[src/rtl/core/assert_macros.svh]
// ----------------------------------------------------------------------------
// assert_macros
// Assertion helpers for the core RTL.
// Each macro expects clk and arst_n to be visible where it is used.
// ----------------------------------------------------------------------------
`ifndef ASSERT_MACROS_SVH
`define ASSERT_MACROS_SVH

// Same-cycle implication, checked at every rising edge out of reset.
`define ASSERT_SAME(label, ante, cons) \
	label: assert property (@(posedge clk) disable iff (!arst_n) (ante) |-> (cons)) \
		else $error("assertion failed: same-cycle implication");

// Next-cycle implication, checked at every rising edge out of reset.
`define ASSERT_NEXT(label, ante, cons) \
	label: assert property (@(posedge clk) disable iff (!arst_n) (ante) |=> (cons)) \
		else $error("assertion failed: next-cycle implication");

`endif

[src/rtl/core/mrp_pkg.sv]
// ----------------------------------------------------------------------------
// mrp_pkg
// Types, codes and constants shared by the minutiae record parser files.
// ----------------------------------------------------------------------------
package mrp_pkg;

	// Record header constants.
	localparam logic [31:0] FORMAT_MAGIC    = 32'h464D_5200;
	localparam logic [31:0] VERSION_MAGIC   = 32'h2032_3000;
	localparam logic [31:0] MIN_RECORD_LEN  = 32'd24;
	localparam logic [7:0]  MAX_QUALITY     = 8'd100;
	localparam logic [7:0]  NUM_POSITIONS   = 8'd11;
	localparam logic [3:0]  NUM_IMPRESSIONS = 4'd9;
	localparam logic [1:0]  NUM_MIN_TYPES   = 2'd3;
	localparam logic [31:0] COUNT_MAX       = 32'hFFFF_FFFF;

	// Parse phase: the field being received. Its value is the field code.
	typedef enum logic [4:0] {
		PH_FORMAT      = 5'd0,
		PH_VERSION     = 5'd1,
		PH_LENGTH      = 5'd2,
		PH_CERT_DEV    = 5'd3,
		PH_SIZE_X      = 5'd4,
		PH_SIZE_Y      = 5'd5,
		PH_RES_X       = 5'd6,
		PH_RES_Y       = 5'd7,
		PH_NUM_VIEWS   = 5'd8,
		PH_RESERVED    = 5'd9,
		PH_FINGER_POS  = 5'd10,
		PH_IMPRESSION  = 5'd11,
		PH_FINGER_QUAL = 5'd12,
		PH_NUM_MIN     = 5'd13,
		PH_MIN_TYPE_X  = 5'd14,
		PH_MIN_Y       = 5'd15,
		PH_MIN_ANGLE   = 5'd16,
		PH_MIN_QUAL    = 5'd17,
		PH_EXT_LEN     = 5'd18,
		PH_EXT_BYTE    = 5'd19
	} phase_t;

	typedef enum logic [3:0] {
		ERR_NONE        = 4'd0,
		ERR_EARLY_END   = 4'd1,
		ERR_FORMAT      = 4'd2,
		ERR_VERSION     = 4'd3,
		ERR_LENGTH      = 4'd4,
		ERR_RESERVED    = 4'd5,
		ERR_POSITION    = 4'd6,
		ERR_IMPRESSION  = 4'd7,
		ERR_FINGER_QUAL = 4'd8,
		ERR_MIN_TYPE    = 4'd9,
		ERR_MIN_QUAL    = 4'd10
	} err_t;

	// One byte of the record stream.
	typedef struct packed {
		logic [7:0] data_byte;
		logic       end_of_data;
	} in_item_t;

	// One completed field.
	typedef struct packed {
		logic [4:0]  field_code;
		logic [31:0] value;
		logic [11:0] value_low;
		logic [7:0]  view_index;
		logic [7:0]  minutia_index;
		logic [3:0]  error_code;
		logic        record_done;
		logic [31:0] byte_count;
	} result_t;

	// Index of the last byte of the field received in a phase.
	function automatic logic [1:0] last_byte_idx(input phase_t ph);
		logic [1:0] idx;
		case (ph)
			PH_FORMAT, PH_VERSION, PH_LENGTH: idx = 2'd3;
			PH_CERT_DEV, PH_SIZE_X, PH_SIZE_Y, PH_RES_X, PH_RES_Y,
			PH_MIN_TYPE_X, PH_MIN_Y, PH_EXT_LEN: idx = 2'd1;
			default: idx = 2'd0;
		endcase
		return idx;
	endfunction

endpackage

[src/rtl/core/mrp_if.sv]
// ----------------------------------------------------------------------------
// mrp_if
// Valid/ready channels of the minutiae record parser: record bytes in,
// completed fields out.
// ----------------------------------------------------------------------------
interface mrp_in_if;
	import mrp_pkg::*;

	logic     valid;
	logic     ready;
	in_item_t item;

	modport source (output valid, output item, input ready);
	modport sink   (input valid, input item, output ready);
endinterface

interface mrp_out_if;
	import mrp_pkg::*;

	logic    valid;
	logic    ready;
	result_t item;

	modport source (output valid, output item, input ready);
	modport sink   (input valid, input item, output ready);
endinterface

[src/rtl/core/minutiae_record_parser_core.sv]
// ----------------------------------------------------------------------------
// minutiae_record_parser_core
// Byte-serial parser of a finger minutiae record with field-level output.
// ----------------------------------------------------------------------------
// Usage:
// rec_bytes carries one record byte per item, most significant byte first
// for multi-byte fields; end_of_data set in an item means the source ran out.
// fields carries one item for each completed field, with split subfields,
// view and minutia indices, an error code and the running byte count.
// A byte that does not complete a field gives no item on fields.
// Throughput is one byte per cycle while fields does not stall: the field
// state machine does a shift, a few compares and counter updates between the
// input register and the output register, where the field item of the
// completing byte is written when the input register advances.
// An item with record_done set ends a record (normal end or error); the
// parser is then back at the format id of a fresh record.
// Reset returns the parser to the start of a record and empties both
// registers. When fields stalls, a held byte that would produce another field
// waits in the input register and rec_bytes drops ready; other bytes move on.
// ----------------------------------------------------------------------------
`include "assert_macros.svh"

module minutiae_record_parser_core (
	input  logic             clk,
	input  logic             arst_n,
	mrp_in_if.sink           rec_bytes,
	mrp_out_if.source        fields
);
	import mrp_pkg::*;

	// Input register.
	logic     valid_s1;
	in_item_t item_s1;

	// Parser state.
	phase_t      phase_q, phase_nxt;
	logic [1:0]  bif_q, bif_nxt;
	logic [31:0] acc_q, acc_nxt;
	logic [31:0] rec_len_q, rec_len_nxt;
	logic [31:0] bytes_q, bytes_nxt;
	logic [7:0]  view_total_q, view_total_nxt;
	logic [7:0]  view_cnt_q, view_cnt_nxt;
	logic [7:0]  min_total_q, min_total_nxt;
	logic [7:0]  min_cnt_q, min_cnt_nxt;
	logic [15:0] ext_rem_q, ext_rem_nxt;

	// Output register.
	logic    out_valid_q;
	result_t out_q;

	// Step logic.
	logic        has_result;
	logic        restart;
	result_t     res;
	logic [31:0] bytes_inc;
	logic [31:0] acc_shift;
	logic [31:0] rec_len_eff;
	logic [7:0]  view_cnt_inc;
	logic [7:0]  min_cnt_inc;
	logic [15:0] ext_rem_dec;
	logic        view_end;
	logic        done;
	err_t        err;

	logic out_free;
	logic s1_adv;

	// Handshake: the input register moves on when its byte gives no field
	// or the output register is free to take one.
	assign out_free        = !out_valid_q || fields.ready;
	assign s1_adv          = valid_s1 && (!has_result || out_free);
	assign rec_bytes.ready = !valid_s1 || s1_adv;
	assign fields.valid    = out_valid_q;
	assign fields.item     = out_q;

	assign bytes_inc    = (bytes_q == COUNT_MAX) ? bytes_q : bytes_q + 32'd1;
	assign acc_shift    = {acc_q[23:0], item_s1.data_byte};
	assign rec_len_eff  = (phase_q == PH_LENGTH) ? acc_shift : rec_len_q;
	assign view_cnt_inc = view_cnt_q + 8'd1;
	assign min_cnt_inc  = min_cnt_q + 8'd1;
	assign ext_rem_dec  = ext_rem_q - 16'd1;

	// Next state of the field walk.
	always_comb begin
		phase_nxt      = phase_q;
		bif_nxt        = bif_q;
		acc_nxt        = acc_q;
		rec_len_nxt    = rec_len_q;
		bytes_nxt      = bytes_q;
		view_total_nxt = view_total_q;
		view_cnt_nxt   = view_cnt_q;
		min_total_nxt  = min_total_q;
		min_cnt_nxt    = min_cnt_q;
		ext_rem_nxt    = ext_rem_q;
		view_end       = 1'b0;
		done           = 1'b0;
		restart        = 1'b0;

		if (item_s1.end_of_data) begin
			restart = 1'b1;
		end else begin
			bytes_nxt = bytes_inc;
			if (bif_q < last_byte_idx(phase_q)) begin
				bif_nxt = bif_q + 2'd1;
				acc_nxt = acc_shift;
			end else begin
				bif_nxt     = 2'd0;
				acc_nxt     = 32'd0;
				rec_len_nxt = rec_len_eff;
				if (err != ERR_NONE) begin
					restart = 1'b1;
				end else begin
					unique case (phase_q)
						PH_NUM_VIEWS: begin
							view_total_nxt = acc_shift[7:0];
							phase_nxt      = PH_RESERVED;
						end
						PH_RESERVED: begin
							view_cnt_nxt = 8'd0;
							if (view_total_q == 8'd0) done = 1'b1;
							else phase_nxt = PH_FINGER_POS;
						end
						PH_NUM_MIN: begin
							min_total_nxt = acc_shift[7:0];
							min_cnt_nxt   = 8'd0;
							phase_nxt     = (acc_shift[7:0] == 8'd0) ? PH_EXT_LEN
								: PH_MIN_TYPE_X;
						end
						PH_MIN_QUAL: begin
							min_cnt_nxt = min_cnt_inc;
							phase_nxt   = (min_cnt_inc == min_total_q) ? PH_EXT_LEN
								: PH_MIN_TYPE_X;
						end
						PH_EXT_LEN: begin
							ext_rem_nxt = acc_shift[15:0];
							if (acc_shift[15:0] == 16'd0) view_end = 1'b1;
							else phase_nxt = PH_EXT_BYTE;
						end
						PH_EXT_BYTE: begin
							ext_rem_nxt = ext_rem_dec;
							if (ext_rem_dec == 16'd0) view_end = 1'b1;
						end
						default: begin
							phase_nxt = phase_t'(5'(phase_q + 5'd1));
						end
					endcase
					// End of a view: next view or end of record.
					if (view_end) begin
						view_cnt_nxt = view_cnt_inc;
						if (view_cnt_inc == view_total_q) done = 1'b1;
						else phase_nxt = PH_FINGER_POS;
					end
					if (done) restart = 1'b1;
				end
			end
		end

		if (restart) begin
			phase_nxt      = PH_FORMAT;
			bif_nxt        = 2'd0;
			acc_nxt        = 32'd0;
			rec_len_nxt    = 32'd0;
			bytes_nxt      = 32'd0;
			view_total_nxt = 8'd0;
			view_cnt_nxt   = 8'd0;
			min_total_nxt  = 8'd0;
			min_cnt_nxt    = 8'd0;
			ext_rem_nxt    = 16'd0;
		end
	end

	// Field checks and the result item of the byte in the input register.
	always_comb begin
		res            = '0;
		res.field_code = phase_q;
		res.view_index = (phase_q >= PH_FINGER_POS) ? view_cnt_q : 8'd0;
		res.minutia_index = (phase_q >= PH_MIN_TYPE_X && phase_q <= PH_MIN_QUAL)
			? min_cnt_q : 8'd0;
		err        = ERR_NONE;
		has_result = 1'b0;

		if (item_s1.end_of_data) begin
			has_result      = 1'b1;
			res.error_code  = ERR_EARLY_END;
			res.record_done = 1'b1;
			res.byte_count  = bytes_q;
		end else if (bif_q >= last_byte_idx(phase_q)) begin
			has_result     = 1'b1;
			res.byte_count = bytes_inc;
			res.value      = acc_shift;
			case (phase_q)
				PH_CERT_DEV: begin
					res.value     = {28'd0, acc_shift[15:12]};
					res.value_low = acc_shift[11:0];
				end
				PH_IMPRESSION: begin
					res.value     = {28'd0, acc_shift[7:4]};
					res.value_low = {8'd0, acc_shift[3:0]};
				end
				PH_MIN_TYPE_X: begin
					res.value     = {18'd0, acc_shift[13:0]};
					res.value_low = {10'd0, acc_shift[15:14]};
				end
				PH_MIN_Y: begin
					res.value = {18'd0, acc_shift[13:0]};
				end
				default: ;
			endcase

			// Overrun of the total length takes precedence over field checks.
			if (rec_len_eff != 32'd0 && bytes_inc > rec_len_eff) begin
				err = ERR_LENGTH;
			end else begin
				case (phase_q)
					PH_FORMAT:
						if (acc_shift != FORMAT_MAGIC) err = ERR_FORMAT;
					PH_VERSION:
						if (acc_shift != VERSION_MAGIC) err = ERR_VERSION;
					PH_LENGTH:
						if (acc_shift < MIN_RECORD_LEN) err = ERR_LENGTH;
					PH_RESERVED:
						if (acc_shift[7:0] != 8'd0) err = ERR_RESERVED;
					PH_FINGER_POS:
						if (acc_shift[7:0] >= NUM_POSITIONS) err = ERR_POSITION;
					PH_IMPRESSION:
						if (acc_shift[3:0] >= NUM_IMPRESSIONS) err = ERR_IMPRESSION;
					PH_FINGER_QUAL:
						if (acc_shift[7:0] > MAX_QUALITY) err = ERR_FINGER_QUAL;
					PH_MIN_TYPE_X:
						if (acc_shift[15:14] >= NUM_MIN_TYPES) err = ERR_MIN_TYPE;
					PH_MIN_QUAL:
						if (acc_shift[7:0] > MAX_QUALITY) err = ERR_MIN_QUAL;
					default: ;
				endcase
			end

			if (err != ERR_NONE) begin
				res.error_code  = err;
				res.record_done = 1'b1;
			end else if (done) begin
				// Underrun of the total length at the record end.
				if (bytes_inc < rec_len_eff) res.error_code = ERR_LENGTH;
				res.record_done = 1'b1;
			end
		end
	end

	// Input register.
	always_ff @(posedge clk or negedge arst_n) begin
		if (!arst_n) begin
			valid_s1 <= 1'b0;
		end else if (rec_bytes.valid && rec_bytes.ready) begin
			valid_s1 <= 1'b1;
		end else if (s1_adv) begin
			valid_s1 <= 1'b0;
		end
	end

	always_ff @(posedge clk) begin
		if (rec_bytes.valid && rec_bytes.ready) begin
			item_s1 <= rec_bytes.item;
		end
	end

	// Parser state registers.
	always_ff @(posedge clk or negedge arst_n) begin
		if (!arst_n) begin
			phase_q      <= PH_FORMAT;
			bif_q        <= 2'd0;
			acc_q        <= 32'd0;
			rec_len_q    <= 32'd0;
			bytes_q      <= 32'd0;
			view_total_q <= 8'd0;
			view_cnt_q   <= 8'd0;
			min_total_q  <= 8'd0;
			min_cnt_q    <= 8'd0;
			ext_rem_q    <= 16'd0;
		end else if (s1_adv) begin
			phase_q      <= phase_nxt;
			bif_q        <= bif_nxt;
			acc_q        <= acc_nxt;
			rec_len_q    <= rec_len_nxt;
			bytes_q      <= bytes_nxt;
			view_total_q <= view_total_nxt;
			view_cnt_q   <= view_cnt_nxt;
			min_total_q  <= min_total_nxt;
			min_cnt_q    <= min_cnt_nxt;
			ext_rem_q    <= ext_rem_nxt;
		end
	end

	// Output register.
	always_ff @(posedge clk or negedge arst_n) begin
		if (!arst_n) begin
			out_valid_q <= 1'b0;
		end else if (s1_adv && has_result) begin
			out_valid_q <= 1'b1;
		end else if (fields.ready) begin
			out_valid_q <= 1'b0;
		end
	end

	always_ff @(posedge clk) begin
		if (s1_adv && has_result) begin
			out_q <= res;
		end
	end

	// Checks on the parser's own behavior.
	`ASSERT_SAME(a_err_ends_record, out_valid_q && out_q.error_code != ERR_NONE,
		out_q.record_done)
	`ASSERT_SAME(a_header_no_index, out_valid_q && out_q.field_code < PH_FINGER_POS,
		out_q.view_index == 8'd0 && out_q.minutia_index == 8'd0)
	`ASSERT_NEXT(a_restart_clears, s1_adv && has_result && res.record_done,
		phase_q == PH_FORMAT && bytes_q == 32'd0 && bif_q == 2'd0)

endmodule
[src/flat_wrapper.sv]
// flat-port wrapper written by rule: the top's interface ports become plain ports
module minutiae_record_parser_core_flat import mrp_pkg::*;
  (clk, arst_n, rec_bytes_valid, rec_bytes_item, rec_bytes_ready, fields_valid, fields_item, fields_ready);
  mrp_in_if rec_bytes_i ();
  mrp_out_if fields_i ();
  input  logic clk;
  input  logic arst_n;
  input wire logic [$bits(rec_bytes_i.valid)-1:0] rec_bytes_valid;
  input wire logic [$bits(rec_bytes_i.item)-1:0] rec_bytes_item;
  output wire logic [$bits(rec_bytes_i.ready)-1:0] rec_bytes_ready;
  output wire logic [$bits(fields_i.valid)-1:0] fields_valid;
  output wire logic [$bits(fields_i.item)-1:0] fields_item;
  input wire logic [$bits(fields_i.ready)-1:0] fields_ready;
  assign rec_bytes_i.valid = rec_bytes_valid;
  assign rec_bytes_i.item = rec_bytes_item;
  assign rec_bytes_ready = rec_bytes_i.ready;
  assign fields_valid = fields_i.valid;
  assign fields_item = fields_i.item;
  assign fields_i.ready = fields_ready;
  minutiae_record_parser_core u_core (.clk(clk), .arst_n(arst_n), .rec_bytes(rec_bytes_i), .fields(fields_i));
endmodule
[config.mk]
export PLATFORM = sky130hd
export DESIGN_NAME = minutiae_record_parser_core_flat
export DESIGN_NICKNAME = d
export VERILOG_FILES = /design/src/rtl/core/mrp_pkg.sv /design/src/rtl/core/mrp_if.sv /design/src/rtl/core/minutiae_record_parser_core.sv /design/src/flat_wrapper.sv
export VERILOG_INCLUDE_DIRS = /design/src /design/src/rtl/core
export SDC_FILE = /design/constraint.sdc
export NUM_CORES = 1
export LEC_CHECK = 0
export BUFFER_PORTS_ARGS = -buffer_cell sky130_fd_sc_hd__buf_4
export CORE_UTILIZATION = 61
export CTS_CLUSTER_DIAMETER = 120
export DETAILED_ROUTE_END_ITERATION = 8
export PLACE_DENSITY_LB_ADDON = 0.08
export SYNTH_ARGS = -nofsm -noshare
export SYNTH_HDL_FRONTEND = slang
export SYNTH_SLANG_ARGS = --single-unit
[constraint.sdc]
create_clock -name clk -period 17.3 [get_ports clk]
set_input_delay 2.595 -clock clk [delete_from_list [all_inputs] [get_ports clk]]
set_output_delay 2.595 -clock clk [all_outputs]
set_load 0.02 [all_outputs]
Word level (Yosys, flattened, before mapping)
Memories as Yosys holds them, arrays and structs flattened. Cells that the tools add are included.

Memory bits (writable): 0. Bits of input ports: 13. Bits in latches: 0. Output and inout port bits: 104. Register bits after elaboration: 256. Memory bits (read-only): 128. Logic and storage cells: 203. Memories: 2.

Memories: (name not given) (words 32, width 2, rd ports 1, clocked after memory_dff 0, wr ports 0, line mrp_pkg.sv:76) `case (ph)`; (name not given) (words 32, width 2, rd ports 1, clocked after memory_dff 0, wr ports 0, line mrp_pkg.sv:76).

Bitwise logic cells: 1. Reductions and logical operators: 37. Mux-type cells: 100. Div/mod/pow operators: 0. Equal/unequal tests: 22. $add $sub $neg: 6. Order comparisons: 12. Shift operators: 0. Multipliers: 0.

Operators by type and width (number): 2-to-1 mux 32 bit (8); 2-to-1 mux 8 bit (20); case mux 32 bit (3 select lines) (1); 2-to-1 mux 24 bit (3); 2-to-1 mux 16 bit (4); 2-to-1 mux 5 bit (12); equality test 5 x 4 -> 1 bit, second input constant (8); case mux 12 bit (3 select lines) (1); case mux 4 bit (9 select lines) (1); 2-to-1 mux 34 bit (1); adder 32 x 1 -> 32 bit, second input constant (1); equality test 32 bit, second input constant (1); greater-than comparator 32 bit (1); logical NOT 16 bit (2); less-than comparator 32 bit (1); less-than comparator 32 x 5 -> 1 bit, second input constant (1); 2-to-1 mux 4 bit (8); != test 32 x 30 -> 1 bit, second input constant (1); != test 32 x 31 -> 1 bit, second input constant (1); case mux 16 bit (2 select lines) (1); nonzero test 32 bit (1); case mux 5 bit (6 select lines) (1); 2-to-1 mux 1 bit (25); AND reduction 5 bit (5); other kinds (36) (69).

Longest topological paths before layout
Word-level depth: 24. Depth in mapped cells: 21. Depth with buffers taken out: 17.

Least setup slack after synthesis
No wires, ideal clock.

Path kind: input -> register. From: in fields_ready. To: reg u_core.out_q, in the netlist u_core.fields.item[0] (enable). Stages on the path: 5. Path buffers: 2. Setup time: 0.564 ns. Path slack: 9.187 ns. Arrival: 7.549 ns. Required time: 16.736 ns. Cells stage by stage: nand2b_1 o21ai_1 clkbuf_1 clkbuf_1 nor2_1.

Word-level cells in the longest chain between the ends: 4.

RTL lines: start, declared (line flat_wrapper.sv:13) `input wire logic [$bits(fields_i.ready)-1:0] fields_ready;`; logical OR 1 bit (line minutiae_record_parser_core.sv:70) `assign out_free = !out_valid_q || fields.ready;`; logical OR 1 bit (line minutiae_record_parser_core.sv:71) `assign s1_adv = valid_s1 && (!has_result || out_free);`; logical AND 1 bit (line minutiae_record_parser_core.sv:71); logical AND 1 bit (line minutiae_record_parser_core.sv:304) `if (s1_adv && has_result) begin`; end signal, assigned (line minutiae_record_parser_core.sv:305) `out_q <= res;`; end, declared (line minutiae_record_parser_core.sv:49) `result_t out_q;`.

Every way passes these cells. A chain may end at the register's enable or synchronous reset.

Worst setup path in the final report
From: reg u_core.bytes_q[6]. To: reg u_core.ext_rem_q[3].

Word-level cells in the longest chain between the ends: 15. Elaborated cells between the ends (all ways): 20. Classes of those cells: 1 x add/sub; 1 x order compare; 4 x eq/ne; 10 x mux; 4 x reduce/logical.

RTL lines: start, declared (line minutiae_record_parser_core.sv:40) `logic [31:0] bytes_q, bytes_nxt;`; start signal, assigned (line minutiae_record_parser_core.sv:283) `bytes_q <= bytes_nxt;`; adder 32 x 1 -> 32 bit or equality test 32 bit (tied branches) (line minutiae_record_parser_core.sv:76) `assign bytes_inc = (bytes_q == COUNT_MAX) ? bytes_q : bytes_q + 32'd1;`; 2-to-1 mux 32 bit * (line minutiae_record_parser_core.sv:76); greater-than comparator 32 bit * (line minutiae_record_parser_core.sv:211) `if (rec_len_eff != 32'd0 && bytes_inc > rec_len_eff) begin`; logical AND 1 bit * (line minutiae_record_parser_core.sv:211); 2-to-1 mux 4 bit * (line minutiae_record_parser_core.sv:211); 2-to-1 mux 4 bit * (line minutiae_record_parser_core.sv:187) `end else if (bif_q >= last_byte_idx(phase_q)) begin`; 2-to-1 mux 4 bit * (line minutiae_record_parser_core.sv:182) `if (item_s1.end_of_data) begin`; 2-to-1 mux 4 bit * (line minutiae_record_parser_core.sv:187); 2-to-1 mux 4 bit * (line minutiae_record_parser_core.sv:182); nonzero test 4 bit * (line minutiae_record_parser_core.sv:110) `if (err != ERR_NONE) begin`; 2-to-1 mux 1 bit (line minutiae_record_parser_core.sv:110); 2-to-1 mux 1 bit (line minutiae_record_parser_core.sv:103) `if (bif_q < last_byte_idx(phase_q)) begin`; 2-to-1 mux 1 bit (line minutiae_record_parser_core.sv:99) `if (item_s1.end_of_data) begin`; != test 2 bit (no line), or another cell as far along; AND reduction 5 bit (no line); end signal, assigned (line minutiae_record_parser_core.sv:288) `ext_rem_q <= ext_rem_nxt;`; end, declared (line minutiae_record_parser_core.sv:45) `logic [15:0] ext_rem_q, ext_rem_nxt;`.

Mark *: on every way between the ends. The rest lies on a longest branch, timed or not. The select of a mux whose other input is x is not followed.

==> impl_metrics.yaml <==
setup_path:
  path_class: "reg2reg"
  r2r_slack_ns: 11.05
  cp_data_arrival_time_ns: 6.70
  worstPathRequired_ns: 17.75
  critPathMaxFanout: 32
  end_kind: "register"
  start_kind: "register"
  r2r_cells: 17
clock_tree:
  cts_max_level: 1
  cts_tree: "done"
  cts_made_buffers: 28
  postCtsSetupRepairBufs: 0
  clk_path_buf_depth: 3
  clk_pin_slew_ns: 0.07
  cts_root_buf: "clkbuf_16"
  post_cts_resized: 0
  cts-hold-fix-buffers: 0
  cts_sinks: 256
  clock_latency_ns: 0.55
floorplanning:
  die_area_um2: 24200
  initial_core_util: 0.629
  io_pins: 117
  core_um2: 22800
  fp.dieW_um: 155
  row_count: 55
  fp.dieH_um: 155
detailed_routing:
  drtIter0Drc: 1135
  vias: 11944
  antenna_left: 0
  drt_wl_total_mm: 38.5
  drcViolationCount: 0
  route.detailed.wl_per_inst_um: 20.7
  dr.pass1.iters: 7
  vias_per_cell: 6.41
job:
  maxCapViolCount: 0
placed_design:
  place_ws_ns: 11.16
  dp_hpwl_mm: 26.4
  postPlaceCellArea_um2: 15400
  gp_congestion: 0.928
  port_buffers: 116
global_route:
  grt_usage: 0.318
  grt_pass1_vias: 10789
  grt_antenna_before_repair: 0
  overflow: 0
  grt_max_degree: 92
  grt_pass1_wl_mm: 59.9
synth:
  yosysMostFrequentCell: "nand2_1"
  yosysWarnings: 0
  ys_seq_area_frac: 0.484
  ys_top_cells_by_area: "dfrtp_1 (25%), edfxtp_1 (23%), nand2_1 (5.3%), ha_1 (3.9%), o21ai_0 (3.5%)"
  synth_edf_count: 111
  avgSynthCellArea_um2: 9.79
  yosys.area.top_type_share: 0.252
  synth_top_flop_cell: "dfrtp_1"
  synth_seq_cells: 256
  synthCells: 1468
  synth_area_um2: 14400
  async_flop_share: 0.566
  synth.cells.most_frequent: "nand2_1 (202), dfrtp_1 (145), edfxtp_1 (111), o21ai_0 (101), clkbuf_1 (80)"
  yosys.area.top_type: "dfrtp_1"
  ys_types: 73
  syn-num-nets: 1526
power_and_ir_drop:
  power_mw: 1.92
  p_leak_nw: 6.63
  pwr_density_cell_nw_per_um2: 117
  max-vdd-ir-drop_uv: 89.1
timing:
  skew_ns: 0.0138
  rsz0062_at_grt: "false"
  finalCritPeriodShare: 0.361
  maxSlewViolCount: 0
  finalSetupViolCount: 0
  fin_crit_ns: 6.25
  slew_headroom: 0.261
  worstMarginPinSlew_ns: 1.10
  hold_violations: 0
  setup_tns_ns: 0
  fmax_mhz: 160
  setup_slack_ns: 11.05
hold_path:
  hold_class: "reg2reg"
  whs_path_depth: 2
layout:
  fillers: 1728
  area_growth_syn_to_layout_pct: 13.8
  fin_nets: 1585
  drive_gt1_frac: 0.136
  final_cell_area_um2: 16300
  n_antenna_cell: 0
run_status:
  status: "finished, final reports clean"
## kinds of logic (layout without fill, tap and decap cells)
family,count (synthesis),after routing,synth area share
simple gates,554,554,0.197
compound gates,354,354,0.164
flops,256,256,0.484
buf+inv,148,229,0.0414
xor+xnor,60,60,0.0376
mux,51,51,0.0365
fa+ha+maj,45,45,0.0392
## through the flow
stage | cells | hold slack [ns] | utilization
2_1_floorplan | 1468 | 0.420 | -
3_3_place_gp | 1810 | 0.479 | 0.674
3_5_place_dp | 1810 | 0.494 | 0.674
4_1_cts | 1862 | 0.507 | 0.716
5_1_grt | 1862 | 0.523 | 0.716
6_report | 1862 | 0.505 | 0.716
## cells in the final DEF, fill, tap and decap left out, drive strengths merged, types with 39 or more instances in the layout
master | Yosys | layout
nand2 | 202 | 202
and2 | 50 | 50
a21oi | 56 | 56
xnor2 | 42 | 42
ha | 45 | 45
buf | 26 | 136
o31ai | 66 | 66
dfrtp | 145 | 145
nand3 | 39 | 39
o21ai | 105 | 105
inv | 40 | 41
nor2 | 71 | 71
edfxtp | 111 | 111
clkbuf | 81 | 39
mux2i | 40 | 40
## critical path, stage by stage, from the launching register on
cell and delay (ns):
dfrtp_1 0.48, and4_1 0.32, nand4_1 0.20, a2111oi_1 0.95, and3_1 0.35, nand4_1 0.24, xnor2_1 0.21, ha_1 0.30
nand4_1 0.11, or3_1 0.43, or4_1 0.52, o21ai_0 0.16, a211o_1 0.28, o2111a_1 0.63, buf_4 0.36, nor2_2 0.05
buf_4 0.27, o221ai_1 0.26
## final timing paths
kind                                                 startpoint                               end
worst max-delay path              u_core.bytes_q[6]$_DFFE_PN0P_   u_core.ext_rem_q[3]$_DFFE_PN0P_
worst min-delay path            u_core.rec_len_q[1]$_DFFE_PN0P_   u_core.rec_len_q[1]$_DFFE_PN0P_
worst max register to register    u_core.bytes_q[6]$_DFFE_PN0P_   u_core.ext_rem_q[3]$_DFFE_PN0P_
worst min register to register  u_core.rec_len_q[1]$_DFFE_PN0P_   u_core.rec_len_q[1]$_DFFE_PN0P_
max in group asynchronous                                arst_n  u_core.view_cnt_q[4]$_DFFE_PN0P_
min in group asynchronous                                arst_n    u_core.bytes_q[21]$_DFFE_PN0P_
## report_power, final
part	switching (mW)	leakage [nW]	internal, mW
logic	0.298	3.10	0.184
clock network	0.245	0.468	0.375
registers	0.0958	3.07	0.722
## metal layers
| layer | wire length, um | share of wire | global-route usage |
|---|---|---|---|
| met1 | 16600 | 0.43 | 0.471 |
| met2 | 17300 | 0.45 | 0.484 |
| met3 | 3750 | 0.097 | 0.0582 |
| met4 | 823 | 0.021 | 0.0808 |
| met5 | 0 | 0 | 0 |
## sequential cells by signal, summed over array words and instances (netlist names)
name and cells:
u_core.acc_q 24, u_core.acc_shift 8, u_core.bif_q 2, u_core.bytes_q 32, u_core.ext_rem_q 16, u_core.fields.item 102, u_core.fields.valid 1, u_core.item_s1 1
u_core.min_cnt_q 8, u_core.min_total_q 8, u_core.phase_q 5, u_core.rec_len_q 32, u_core.valid_s1 1, u_core.view_cnt_q 8, u_core.view_total_q 8
## cell type report
cell class                      instances  area (um^2)  area share
Clock buffer                           39          783      0.0479
Clock inverter                         13          168      0.0103
Inverter                               41          154     0.00941
Multi-Input combinational cell       1064         6870       0.420
Sequential cell                       256         6960       0.426
Tap cell                              313          392      0.0240
Timing Repair Buffer                  136         1020      0.0627
Note: power is estimated with default switching activity, not from simulation.
